<file path="config.mk">
export PLATFORM = sky130hd
export DESIGN_NAME = pgf_sqrt_cell
export DESIGN_NICKNAME = d
export VERILOG_FILES = /design/src/rtl/core/pgf_pkg.sv /design/src/rtl/core/pgf_sqrt_cell.sv
export SDC_FILE = /design/constraint.sdc
export NUM_CORES = 1
export LEC_CHECK = 0
export BUFFER_PORTS_ARGS = -buffer_cell sky130_fd_sc_hd__clkbuf_2
export CORE_ASPECT_RATIO = 1.25
export CORE_MARGIN = 2
export CORE_UTILIZATION = 40
export CTS_CLUSTER_DIAMETER = 120
export DETAILED_ROUTE_END_ITERATION = 16
export PLACE_DENSITY = 0.73
export SKIP_CTS_REPAIR_TIMING = 1
export SYNTH_ARGS = -nofsm -noshare
export SYNTH_HDL_FRONTEND = slang
export SYNTH_SLANG_ARGS = --single-unit
</file>
<file path="constraint.sdc">
create_clock -name clk -period 2 [get_ports clk]
set_input_delay 0 -clock clk [delete_from_list [all_inputs] [get_ports clk]]
set_output_delay 0 -clock clk [all_outputs]
set_load 0.02 [all_outputs]
</file>
<file path="src/rtl/core/pgf_pkg.sv">
`default_nettype none

package pgf_pkg;

	// field and register widths
	localparam int unsigned POS_W  = 32;
	localparam int unsigned MASS_W = 32;
	localparam int unsigned CFG_W  = 32;
	localparam int unsigned EPS_W  = 16;
	localparam int unsigned IDX_W  = 2;

	// internal widths
	localparam int unsigned SQ_W     = 64;            // square sum, Q32.32
	localparam int unsigned ROOT_W   = 32;            // distance, Q16.16
	localparam int unsigned SQ_REM_W = ROOT_W + 2;    // sqrt partial remainder
	localparam int unsigned NUM_W    = 96;            // G*ma*mb
	localparam int unsigned FRC_W    = 32;            // force magnitude / quotients
	localparam int unsigned PROD_W   = 2 * FRC_W;

	// pipeline depth: front stages, sqrt/divide chain, middle stages, component chain, output
	localparam int unsigned FRONT_STAGES = 4;
	localparam int unsigned MID_STAGES   = 3;
	localparam int unsigned LATENCY      = FRONT_STAGES + ROOT_W + MID_STAGES + FRC_W + 1;

	localparam logic [CFG_W-1:0] GRAVITY_RESET = 32'd65536;
	localparam logic [CFG_W-1:0] CUTOFF_RESET  = 32'd6553600;
	localparam logic [EPS_W-1:0] EPSILON_RESET = 16'd1;

	typedef enum logic [IDX_W-1:0] {
		REG_GRAVITY = 2'd0,
		REG_CUTOFF  = 2'd1,
		REG_EPSILON = 2'd2
	} reg_idx_t;

	// sideband carried along the sqrt chain
	typedef struct packed {
		logic              skip;
		logic              neg_x;
		logic              neg_y;
		logic [POS_W-1:0]  mag_x;
		logic [POS_W-1:0]  mag_y;
	} sqrt_tag_t;

	// sideband carried along each component lane
	typedef struct packed {
		logic skip;
		logic big;
		logic neg;
	} lane_tag_t;

endpackage

`default_nettype wire

</file>
<file path="src/rtl/core/pgf_sqrt_cell.sv">
`default_nettype none

// one radix-2 restoring square root step, registered
module pgf_sqrt_cell import pgf_pkg::*; #(
	parameter int unsigned TAG_W = 1
) (
	input  logic                clk,
	input  logic [SQ_W-1:0]     rad_i,
	input  logic [SQ_REM_W-1:0] rem_i,
	input  logic [ROOT_W-1:0]   root_i,
	input  logic [TAG_W-1:0]    tag_i,
	output logic [SQ_W-1:0]     rad_o,
	output logic [SQ_REM_W-1:0] rem_o,
	output logic [ROOT_W-1:0]   root_o,
	output logic [TAG_W-1:0]    tag_o
);

	logic [SQ_REM_W+1:0] shifted;
	logic [SQ_REM_W+1:0] trial;
	logic [SQ_REM_W+1:0] diff;
	logic                ge;

	always_comb begin
		shifted = {rem_i, rad_i[SQ_W-1 -: 2]};
		trial   = {{(SQ_REM_W - ROOT_W){1'b0}}, root_i, 2'b01};
		diff    = shifted - trial;
		ge      = (shifted >= trial);
	end

	always_ff @(posedge clk) begin
		rad_o  <= {rad_i[SQ_W-3:0], 2'b00};
		rem_o  <= ge ? diff[SQ_REM_W-1:0] : shifted[SQ_REM_W-1:0];
		root_o <= {root_i[ROOT_W-2:0], ge};
		tag_o  <= tag_i;
	end

endmodule

`default_nettype wire

</file>
==> out/metrics.yaml <==
yosysUniqueCellTypes: 62
fin_area_sq_mm: 0.009096
core_area_sq_mm: 0.01222
netlist_instances: 508
worstSetupStartpointType: "primary input"
synth_top_area_share_pct: 51.10
synth-seq-area-share_pct: 51.10
clk_pin_slew_ns: 0.06
hold_viol: 0
ys_ff_latch: 129
overflow: 0
yosys-top-cells-area: "dfxtp_1 (51%), ha_1 (8.4%), nand2_1 (4.3%)"
drive_gt1_share_pct: 41.50
nFillCells: 819
die_w_um: 104.5
worstPathRequired_ns: 2.31
placedInstanceArea_sq_mm: 0.007176
synth_commonest_cells: "dfxtp_1 (129), nand2_1 (58), inv_1 (42)"
yosys_warnings: 0
drc_errors: 0
peakVddDrop_uv: 544.9
cts_buffer_depth: 2
cap_violations: 0
row_count: 45
critPathMaxFanout: 16
dp_hpwl_um: 12460
period_share_pct: 98.72
htreeDepth: 4
worst_slack_ns: 0.02561
synth_area_sq_mm: 0.005054
gp_congestion: 0.8745
endpoint_kind: "flip-flop"
leakage_nw: 4.595
die_area_sq_mm: 0.01356
synth_most_common_cell: "dfxtp_1"
syn-mean-instance-area_sq_um: 9.948
cts_root_buf: "clkbuf_16"
p_per_area_mw_per_mm2: 883.3
yosys.area.top_type: "dfxtp_1"
crit_type: "in -> reg"
dp.cells: 1005
arrival_ns: 2.29
cts_sinks: 129
start_util_pct: 41.36
port_buffers: 260
grt_pass1_wl_um: 23760
syn_to_final_growth_pct: 79.99
cts_buffers: 17
synth_edf_count: 0
grt_usage_pct: 22.27
wl_per_cell_um: 16.08
viasPerCell: 4.786
dp_slack_ns: -0.3406
async_flop_share_pct: 0
pin_count: 263
yosys_most_used_dff: "dfxtp_1"
hold_class: "in -> reg"
antenna_found_initial: 0
setup_violations: 0
first_pass_iters: 4
diodes: 0
fmax_mhz: 506.5
wl_met2_um: 10150
antenna_left: 0
drtIter0Drc: 248
dr_wl_met3_um: 1419
die_y_um: 129.7
routed.top_layer: "met4"
layout_min_cycle_time_ns: 1.974
num_vias: 5571
routed_wl_um: 18710
finalSetupTns_ns: 0
cts_tree: "yes"
grt_max_degree: 25
slew_viol_final: 0
grt_pass1_vias: 5071
fin_cells: 1164
wl_met1_um: 6751
status: "complete, no violations"
layout.nets: 1154
## state kept, by name (all words and copies together), names as in the netlist
name / count
rad_o: 62
tag_o: 1
rem_o: 34
root_o: 32
## routing by layer
layer  vias to the layer above  track usage [%]
li1                       2705                -
met1                      2585            22.25
met2                       243            42.75
met3                        38            7.344
met4                         0            8.506
met5                         -                0
## cell families (layout without fill, tap and decap cells)
| group | after synthesis | in the layout | share of synthesized area [%] |
|---|---|---|---|
| compound gates | 133 | 133 | 18.45 |
| flops | 129 | 129 | 51.10 |
| simple gates | 120 | 120 | 11.09 |
| buf+inv | 59 | 550 | 5.100 |
| fa+ha+maj | 34 | 34 | 8.418 |
| xor+xnor | 27 | 27 | 4.679 |
| mux | 5 | 5 | 1.089 |
| other cells | 1 | 2 | 0.07420 |
## cells in the final DEF (no fill, tap or decap), types with 5 or more instances in the layout
cell type      count
dlygate4sd3_1    128
dfxtp_1          129
a21o_1            19
a21oi_1           27
clkbuf_16         17
nand2b_1           5
nand4_1            6
buf_4             87
o21ai_0           41
nor2_1            17
clkbuf_2         260
clkinv_4           5
nor3_1            10
ha_1              28
xor2_1            13
nand3_1            6
xnor2_1           14
nand2_1           57
inv_1             42
## layout make-up
class                   count  area (sq um)  share of cell area, %
clock buffers              17         425.4                  4.677
clock inverters            14         160.2                  1.761
inverters                  43         162.7                  1.788
multi-input cells         321          2313                  25.43
flip-flops and latches    129          2582                  28.39
well taps                 164         205.2                  2.256
repair buffers            476          3247                  35.69
## power by group
| part | total (mW) | leakage (nW) | switching, mW | internal [mW] |
|---|---|---|---|---|
| logic | 2.02 | 3.22 | 1.10 | 0.924 |
| clock network | 3.11 | 0.283 | 1.25 | 1.85 |
| registers | 2.91 | 1.09 | 0.0793 | 2.83 |
## stage by stage
step / util [%] / power (mW) / hold slack, ns
2_1_floorplan: - / 3.947 / 0.02772
3_3_place_gp: 58.73 / 4.688 / 0.1024
3_5_place_dp: 58.73 / 4.714 / 0.1047
4_1_cts: 63.52 / 7.789 / -0.3254
5_1_grt: 74.45 / 8.346 / 0.04650
6_report: 74.45 / 8.035 / 0.04256
## critical path, stage by stage
cell and delay, ns:
clkbuf_2 0.09, inv_1 0.05, ha_2 0.37, nand4_2 0.13, buf_4 0.16, nor3_1 0.20, o21ai_0 0.18, o211ai_1 0.18
a211oi_2 0.11, o21a_2 0.26, buf_4 0.20, o41ai_2 0.35
## worst paths after layout
| kind | start | to | cells after the start |
|---|---|---|---|
| setup / recovery | root_i[13] | rem_o[33] | 12 |
| hold / removal | rem_i[24] | rem_o[26] | 4 |
Power figures use the tool's default switching activity.
