**config.mk**
```make
export PLATFORM = sky130hd
export DESIGN_NAME = pgf_div_cell
export DESIGN_NICKNAME = d
export VERILOG_FILES = /design/src/rtl/core/pgf_div_cell.sv
export SDC_FILE = /design/constraint.sdc
export NUM_CORES = 1
export LEC_CHECK = 0
export ABC_AREA = 1
export BUFFER_PORTS_ARGS = -buffer_cell sky130_fd_sc_hd__buf_4
export CORE_AREA = 3 3 152 154
export DETAILED_ROUTE_END_ITERATION = 6
export DIE_AREA = 0 0 155 157
export PLACE_DENSITY = 0.78
export SYNTH_ARGS = -nofsm -noshare
export SYNTH_HDL_FRONTEND = slang
export SYNTH_SLANG_ARGS = --single-unit
```
**constraint.sdc**
```tcl
create_clock -name clk -period 2.4 [get_ports clk]
set_clock_uncertainty 0.15 [all_clocks]
set_input_delay 0.48 -clock clk [delete_from_list [all_inputs] [get_ports clk]]
set_output_delay 0.48 -clock clk [all_outputs]
set_load 0.05 [all_outputs]
```
**src/rtl/core/pgf_div_cell.sv**
```systemverilog
`default_nettype none

// one restoring division step, registered; quotient bits shift in as numerator bits shift out
module pgf_div_cell #(
	parameter int unsigned DW    = 64,
	parameter int unsigned NW    = 32,
	parameter int unsigned TAG_W = 1
) (
	input  logic             clk,
	input  logic [DW-1:0]    div_i,
	input  logic [DW-1:0]    rem_i,
	input  logic [NW-1:0]    nq_i,
	input  logic [TAG_W-1:0] tag_i,
	output logic [DW-1:0]    div_o,
	output logic [DW-1:0]    rem_o,
	output logic [NW-1:0]    nq_o,
	output logic [TAG_W-1:0] tag_o
);

	logic [DW:0] t;
	logic [DW:0] diff;
	logic        ge;

	always_comb begin
		t    = {rem_i, nq_i[NW-1]};
		diff = t - {1'b0, div_i};
		ge   = (t >= {1'b0, div_i});
	end

	always_ff @(posedge clk) begin
		div_o <= div_i;
		rem_o <= ge ? diff[DW-1:0] : t[DW-1:0];
		nq_o  <= {nq_i[NW-2:0], ge};
		tag_o <= tag_i;
	end

endmodule

`default_nettype wire

```
==> metrics.yaml, run 1 <==
outcome:
  outcome: "finished with violations"
  failed_checks: "hold timing"
timing:
  finalHoldViolations: 7
  fmax_mhz: 419
  whs_ps: -7.25
  post-route-period-util_pct: 99.4
  setup-tns-final_ps: 0
  maxSlewViolCount: 0
  setup_viol: 0
  tightest_slew_ps: 378
  maxSlewHeadroom_pct: 74.7
  period_needed_ps: 2390
synth:
  syn_avg_cell_area_um2: 6.03
  ys.flop_type: "dfxtp_1"
  post_synth_mux_area_share_pct: 0
  synth-compound-area-share_pct: 2.66
  synthCells: 1741
  yosys.area_share.xor_xnor_pct: 2.59
  netlist_area_um2: 10500
  yosys.area_share.simple_pct: 40.6
  yosysSeqAreaShare_pct: 30.7
  synth_top_family_by_area: "simple AND/OR/NAND/NOR gates"
  ys_types: 34
  synthArstFlopShare_pct: 0
  synth_seq_cells: 161
  synthAdderAreaFrac_pct: 7.82
  synth_edf_count: 0
  yosysWarnings: 0
  synthesis.nets: 1968
worst_setup_path:
  cp_cell_sequence: "buf_4, inv_1, ha_1, a21oi_1, nor2_1, nor2_1, nor2_1, nor2_1, buf_4, nand3_2, nor2_4, buf_12, nand3_1, nand2_1"
  cp-startpoint: "div_i[58]"
  crit_slowest_cell: "ha_1"
  cp_data_arrival_time_ps: 2610
  cp_top_family: "simple AND/OR/NAND/NOR gates"
  required_ps: 2630
  critPathBufInv: 4
  criticalPathCategory: "in -> reg"
  max_stage_delay_ps: 330
  crit_top_cell: "nor2_1"
  end_kind: "flop"
  crit_path_start_kind: "input pin"
  cp_max_fo: 24
place:
  dp_hpwl_um: 35700
  port_buffers: 322
  placed_cell_area_um2: 15000
  place_congestion: 0.963
clock_tree:
  cts_tree: "built"
  clk_pin_slew_worst_paths_ps: 70
  numCtsBuffers: 17
  cts-htree-levels: 4
  clock_path_buffers: 2
  cts_root_buf: "clkbuf_16"
  cts_sinks: 161
min_path:
  min_delay_path_depth: 1
  whs_endpoint: "div_o[62]"
  hp-class: "in -> reg"
  min_from: "div_i[62]"
die:
  core-area_um2: 21800
  io-pin-count: 323
  die_area_um2: 24300
  start_util_pct: 48.1
  fp-row-count: 54
  die_y_um: 157
  die_w_um: 155
layout:
  post-route-util_pct: 75.4
  drive_gt1_share_pct: 29.2
  mostFrequentLayoutCells: "nand2_1 (672), buf_4 (555), inv_1 (381), dfxtp_1 (161), nand3_1 (136)"
  area_growth_pct: 56.8
  final_common_cell: "nand2_1"
  fin_nets: 2601
  final_cell_area_um2: 16500
power:
  ir_drop_mv: 0.526
  powerDensity_nw_per_um2: 637
  total_power_mw: 10.5
  cellLeakagePower_nw: 9.81
detailed_routing:
  vias: 13600
  drtIter0Drc: 1164
  wl_um: 48600
  post-route-drc-count: 0
  firstDrtPassIters: 7
  antenna_left: 0
  vias_per_cell: 5.10
  wl_per_cell_um: 18.2
global_routing:
  first_global_vias: 13600
  track_usage_pct: 37.4
  grt_pass1_wl_um: 71000
  antenna_found_initial: 0
  grt_max_degree: 48
  overflow: 0
flow_run:
  maxCapViolCount: 0
## where the power goes
| part | total (mW) | internal (mW) | leakage (nW) | switching (mW) |
|---|---|---|---|---|
| Sequential | 3.09 | 2.98 | 1.36 | 0.113 |
| Clock | 2.92 | 1.42 | 0.292 | 1.49 |
| Combinational | 4.48 | 1.64 | 8.16 | 2.84 |
| Total | 10.5 | 6.04 | 9.81 | 4.44 |
## what timing repair did
item | CTS | global route
setup endpoints to repair | 0 | 61
hold buffers | 61 | 6
hold endpoints to repair | 61 | 6
resized for setup | 0 | 35
setup buffers | 0 | 1
## synth_stat cells (all sizes together), types with 2 or more instances
cell / count / share of area, %
nor3: 9 / 0.48
nor4: 5 / 0.30
and3: 3 / 0.18
nor2: 119 / 4.9
nand3: 142 / 6.9
a21oi: 45 / 2.2
inv: 400 / 14
nand2: 706 / 26
clkbuf: 8 / 0.29
and2: 2 / 0.12
o21ai: 7 / 0.33
xor2: 30 / 2.5
dfxtp: 161 / 31
buf: 11 / 1.0
ha: 64 / 7.6
nand3b: 16 / 1.1
nand4: 7 / 0.42
## worst max-delay path by stage
| stage | end | slack, ps | cells after the start |
|---|---|---|---|
| after floorplan | rem_o[3] | 100 | 15 |
| after global placement | rem_o[51] | -430 | 15 |
| after detailed placement | rem_o[45] | -420 | 14 |
| after CTS | rem_o[45] | 40 | 14 |
| after global routing | rem_o[51] | -60 | 15 |
| final | rem_o[14] | 10 | 14 |
## cells by family after synthesis
group	Yosys count
xor gates and xnor gates	31
DFF	161
AOI/OAI and AO/OA	54
buffers and inverters	420
adders and majority gates	65
and+or+nand+nor	1010
## routing by layer
metal	wire [µm]	GRT usage [%]
met1	17800	40.9
met2	23900	68.6
met3	3620	6.16
met4	3270	21.1
met5	0	0
## area by class of cell
type	count	area, µm²
clock inverter	15	183
sequential	161	3220
clock buffer	17	425
tap	280	350
timing repair buffer	633	5050
antenna	2	5.00
multi-input combinational	1160	5710
inverter	401	1510
fill	1601	5370
## sequential cells by signal, summed over array words and instances (netlist names)
| signal | cells |
|---|---|
| div_o | 64 |
| rem_o | 64 |
| nq_o | 32 |
| tag_o | 1 |
## through the flow
step                instances  setup WS [ps]
global route             2667          -63.7
detailed placement       2566           -418
global placement         2566           -433
CTS                      2659           35.0
finish                   2669           13.5
floorplan                1741            103
Note: power is estimated with default switching activity, not from simulation.
==> run 2, diff against run 1 <==
CORE_AREA = 3 3 164 166   (was 3 3 152 154)
DIE_AREA = 0 0 167 169   (was 0 0 155 157)
PLACE_DENSITY = 0.68   (was 0.78)
==> metrics.yaml, run 2 (synthesized netlist as in run 1, its figures left out) <==
outcome:
  outcome: "completed"
timing:
  setup_viol: 0
  tightest_slew_ps: 505
  post-route-period-util_pct: 96.3
  fmax_mhz: 433
  maxSlewHeadroom_pct: 66.1
  maxSlewViolCount: 0
  period_needed_ps: 2310
  whs_ps: 12.2
  finalHoldViolations: 0
  worst_slack_ps: 90.0
power:
  pwr-share-clk_pct: 28.0
  swShare_pct: 41.7
  powerDensity_nw_per_um2: 615
  p_switching_mw: 4.40
  ir_drop_mv: 0.460
  cellLeakagePower_nw: 10.1
  seq_power_share_pct: 29.3
  power_frac_comb_pct: 42.7
  p_int_mw: 6.15
place:
  port_buffers: 322
  dp_hpwl_um: 36100
  place_congestion: 0.966
  dpl.cell_count: 2638
  pre_cts_ws_ps: -626
global_routing:
  met2_usage_pct: 59.5
  overflow: 0
  grt_max_degree: 33
  grt_pass1_wl_um: 68600
  grt_util_met3_pct: 4.27
  use_met1_pct: 35.9
  first_global_vias: 12700
  busiest_layer: "met2"
  track_usage_pct: 31.2
  antenna_found_initial: 0
detailed_routing:
  vias_per_cell: 4.70
  post-route-drc-count: 0
  wl_um: 47500
  firstDrtPassIters: 7
  antenna_left: 0
  drtIter0Drc: 931
  vias: 13000
  wl_per_cell_um: 17.1
worst_setup_path:
  cp_num_cells: 16
  criticalPathCategory: "in -> reg"
  required_ps: 2590
  crit_slowest_cell: "ha_1"
  max_stage_delay_ps: 360
  end_kind: "flop"
  cp_max_fo: 15
  cp_data_arrival_time_ps: 2500
  cp_cell_sequence: "buf_4, inv_1, ha_1, nand2_1, nor2_2, inv_1, nor2_4, nand2_1, nor2_2, nand2_1, nand3_2, nor2_4, nand2_8, clkbuf_16, nand3_1, nand2_1"
  crit_path_start_kind: "input pin"
  crit_top_cell: "nand2_1"
  cp_top_family: "simple AND/OR/NAND/NOR gates"
  critPathBufInv: 4
layout:
  final_common_cell: "nand2_1"
  area_growth_pct: 63.5
  drive_gt1_share_pct: 29.8
  finalNonFillerCells: 2770
  fillCellCount: 2290
  fin_nets: 2649
  n_antenna_cell: 0
  post-route-util_pct: 66.6
  top_regs: "div_o x64, rem_o x64, nq_o x32"
  mostFrequentLayoutCells: "nand2_1 (668), buf_4 (571), inv_1 (380), dfxtp_1 (161), nand3_1 (136)"
clock_tree:
  cts-htree-levels: 4
  cts_root_buf: "clkbuf_16"
  cts_tree: "built"
  clk_pin_slew_worst_paths_ps: 80
  clock_path_buffers: 2
  cts_sinks: 161
  numCtsBuffers: 17
die:
  die_y_um: 169
  start_util_pct: 40.7
  die_w_um: 167
  die_area_um2: 28200
  core-area_um2: 25800
  fp-row-count: 59
  io-pin-count: 323
min_path:
  hp-class: "in -> reg"
  min_delay_path_depth: 1
flow_run:
  maxCapViolCount: 0
[run 2: changes by cell type in the layout (fill, tap and decap cells not counted), sizes merged]
cell	delta
dlygate4sd3	+26
buf	+19
clkbuf	+3
diode	-2
clkinvlp	-1
inv	+1
[run 2: worst paths after layout]
path	startpoint	to	slack, ps
worst max-delay path	div_i[36]	rem_o[43]	90
worst min-delay path	div_i[26]	div_o[26]	10
[run 2: final cells by class]
cell class                 count  area, µm²  area share [%]
clock buffer                  17        425            2.48
clock inverter                15        199            1.16
inverter                     401       1510            8.78
multi-input combinational   1160       5830            34.0
sequential                   161       3220            18.8
tap                          335        419            2.44
timing repair buffer         681       5550            32.3
[run 2: what timing repair did]
item                                    in CTS  in global routing
gates resized for setup                      3                 44
endpoints found under the hold margin       93                  0
pin swaps                                    0                  4
buffers inserted                             0                  2
cloned                                       0                  5
endpoints found under the setup margin       3                 64
hold buffers                                93                  0
[run 2: layer usage]
layer | share of wire, % | up-vias | wire length, µm
li1 | - | 6535 | -
met1 | 40 | 5889 | 19000
met2 | 51 | 505 | 24400
met3 | 5.4 | 82 | 2570
met4 | 3.2 | 0 | 1510
met5 | 0 | - | 0
[run 2: stage by stage]
stage	TNS, ps	cell area (µm²)	power [mW]
2_1_floorplan	0	10500	5.57
3_3_place_gp	-24030	15200	7.31
3_5_place_dp	-23470	15200	7.34
4_1_cts	0	16800	10.4
5_1_grt	-210	17200	11.0
6_report	0	17200	10.5
[run 2: power by group through the flow]
stage	clock, mW	combinational (mW)	sequential [mW]
floorplan	0	1.37	4.20
detailed placement	0	4.20	3.14
global route	3.08	4.80	3.11
global placement	0	4.17	3.14
CTS	2.98	4.33	3.08
finish	2.96	4.50	3.09
==> run 3, diff against run 2 <==
CORE_AREA = 3 3 188 190   (was 3 3 164 166)
DIE_AREA = 0 0 191 193   (was 0 0 167 169)
PLACE_DENSITY = default   (was 0.68)
==> metrics.yaml, run 3 (synthesized netlist as in run 1, its figures left out) <==
global_routing:
  overflow: 0
  antenna_found_initial: 0
  track_usage_pct: 24.2
  grt_max_degree: 63
  first_global_vias: 12400
  grt_pass1_wl_um: 67300
detailed_routing:
  wl_met1_um: 19300
  vias: 12400
  post-route-drc-count: 0
  vias_per_cell: 4.31
  met3_length_um: 2130
  antenna_left: 0
  firstDrtPassIters: 4
  drtIter0Drc: 537
  route.met2.wl_um: 22500
  top_layer_used: "met4"
  wl_um: 45500
  wl_per_cell_um: 15.8
clock_tree:
  cts_sinks: 161
  clock_path_buffers: 2
  numCtsBuffers: 17
  clk_pin_slew_worst_paths_ps: 70
  cts_tree: "built"
  cts-htree-levels: 4
  cts_root_buf: "clkbuf_16"
die:
  start_util_pct: 31.2
  core-area_um2: 33600
  die_y_um: 193
  io-pin-count: 323
  die_w_um: 191
  die_area_um2: 36900
  fp-row-count: 67
worst_setup_path:
  crit_slowest_cell: "ha_2"
  cp_data_arrival_time_ps: 2490
  required_ps: 2600
  crit_top_cell: "nand2_1"
  criticalPathCategory: "in -> reg"
  cp_max_fo: 5
  end_kind: "flop"
  max_stage_delay_ps: 400
  cp_cell_sequence: "buf_4, ha_2, nand2_1, nor2_2, nand2_1, buf_4, inv_1, nand2_1, nand2_1, a21oi_1, buf_4, nand2_1, nand2_1, nand3_1, nand2_1"
  crit_path_start_kind: "input pin"
power:
  cellLeakagePower_nw: 9.97
  ir_drop_mv: 0.513
  powerDensity_nw_per_um2: 596
min_path:
  min_from: "div_i[6]"
  min_delay_path_depth: 2
  whs_endpoint: "div_o[6]"
  hp-class: "in -> reg"
timing:
  fmax_mhz: 437
  maxSlewHeadroom_pct: 69.6
  post-route-period-util_pct: 95.4
  finalHoldViolations: 0
  setup_viol: 0
  period_needed_ps: 2290
  rsz0062_at_grt: "no"
  tightest_slew_ps: 454
  whs_ps: 83.5
  maxSlewViolCount: 0
place:
  placed_cell_area_um2: 15300
  port_buffers: 322
  dp_hpwl_um: 37400
  place_congestion: 0.901
layout:
  top_regs: "div_o x64, rem_o x64, nq_o x32"
  final_common_cell: "nand2_1"
  fin_nets: 2642
  fillCellCount: 3465
  final_cell_area_um2: 17000
  mostFrequentLayoutCells: "nand2_1 (670), buf_4 (574), inv_1 (381), dfxtp_1 (161), nand3_1 (134)"
  n_antenna_cell: 0
  multi_input_area_um2: 5750
  drive_gt1_share_pct: 29.4
  regArea_um2: 3220
  area_growth_pct: 61.7
outcome:
  outcome: "completed"
flow_run:
  maxCapViolCount: 0
==> run 3: cell types whose count changed in the layout (fill, tap and decap cells not counted), sizes merged <==
cell and change:
clkinv -4, inv +1, buf -5, clkinvlp +1, dlygate4sd3 +1, clkbuf -2
==> run 3: repair_timing <==
action,in CTS,in global routing
pin swaps,0,1
endpoints found under the setup margin,3,64
buffers inserted,0,0
gates cloned,0,1
hold endpoints to repair,94,0
gates resized for setup,6,29
hold buffers,94,0
==> run 3: metrics by stage <==
stage	power (mW)	utilization, %	std cells	setup TNS (ps)	setup slack (ps)
floorplan	5.57	-	1741	0	103
global placement	7.35	45.6	2749	-23000	-719
detailed placement	7.36	45.6	2749	-23420	-664
CTS	10.2	50.1	2874	0	10.2
global route	10.7	50.5	2875	0	0.259
finish	10.1	50.5	2875	0	111
==> run 3: worst max path at each step <==
stage | startpoint | end | slack, ps | depth (start not counted)
after global routing | div_i[34] | rem_o[49] | 0.3 | 17
after floorplan | div_i[53] | rem_o[3] | 100 | 15
after global placement | div_i[50] | rem_o[56] | -720 | 14
after detailed placement | rem_i[39] | rem_o[57] | -660 | 12
after CTS | div_i[43] | rem_o[45] | 10 | 14
final | rem_i[39] | rem_o[57] | 110 | 15
==> run 3: layout make-up <==
| cell class | count | area share, % |
|---|---|---|
| multi-input combinational | 1160 | 33.9 |
| clock inverter | 13 | 0.686 |
| timing repair buffer | 674 | 31.7 |
| tap | 448 | 3.30 |
| sequential | 161 | 19.0 |
| inverter | 401 | 8.87 |
| clock buffer | 18 | 2.53 |
==> run 3: metal layers <==
metal  vias to the layer above  global-route usage, %
li1                       6518                      -
met2                       302                   43.9
met1                      5501                   28.6
met4                         0                   9.26
met3                        58                   3.92
met5                         -                      0
==> run 3: worst max-delay path, delay by kind of cell <==
kind | cells | cell delay (ps)
compound gates | 1 | 110
buf+inv | 4 | 500
simple gates | 9 | 1000
fa+ha+maj | 1 | 400
==> run 3: power by group <==
group / internal (mW) / total (mW) / switching [mW]
Sequential: 2.98 / 3.08 / 0.0983
Clock: 1.36 / 2.66 / 1.30
Combinational: 1.66 / 4.38 / 2.72
Total: 6.00 / 10.1 / 4.11
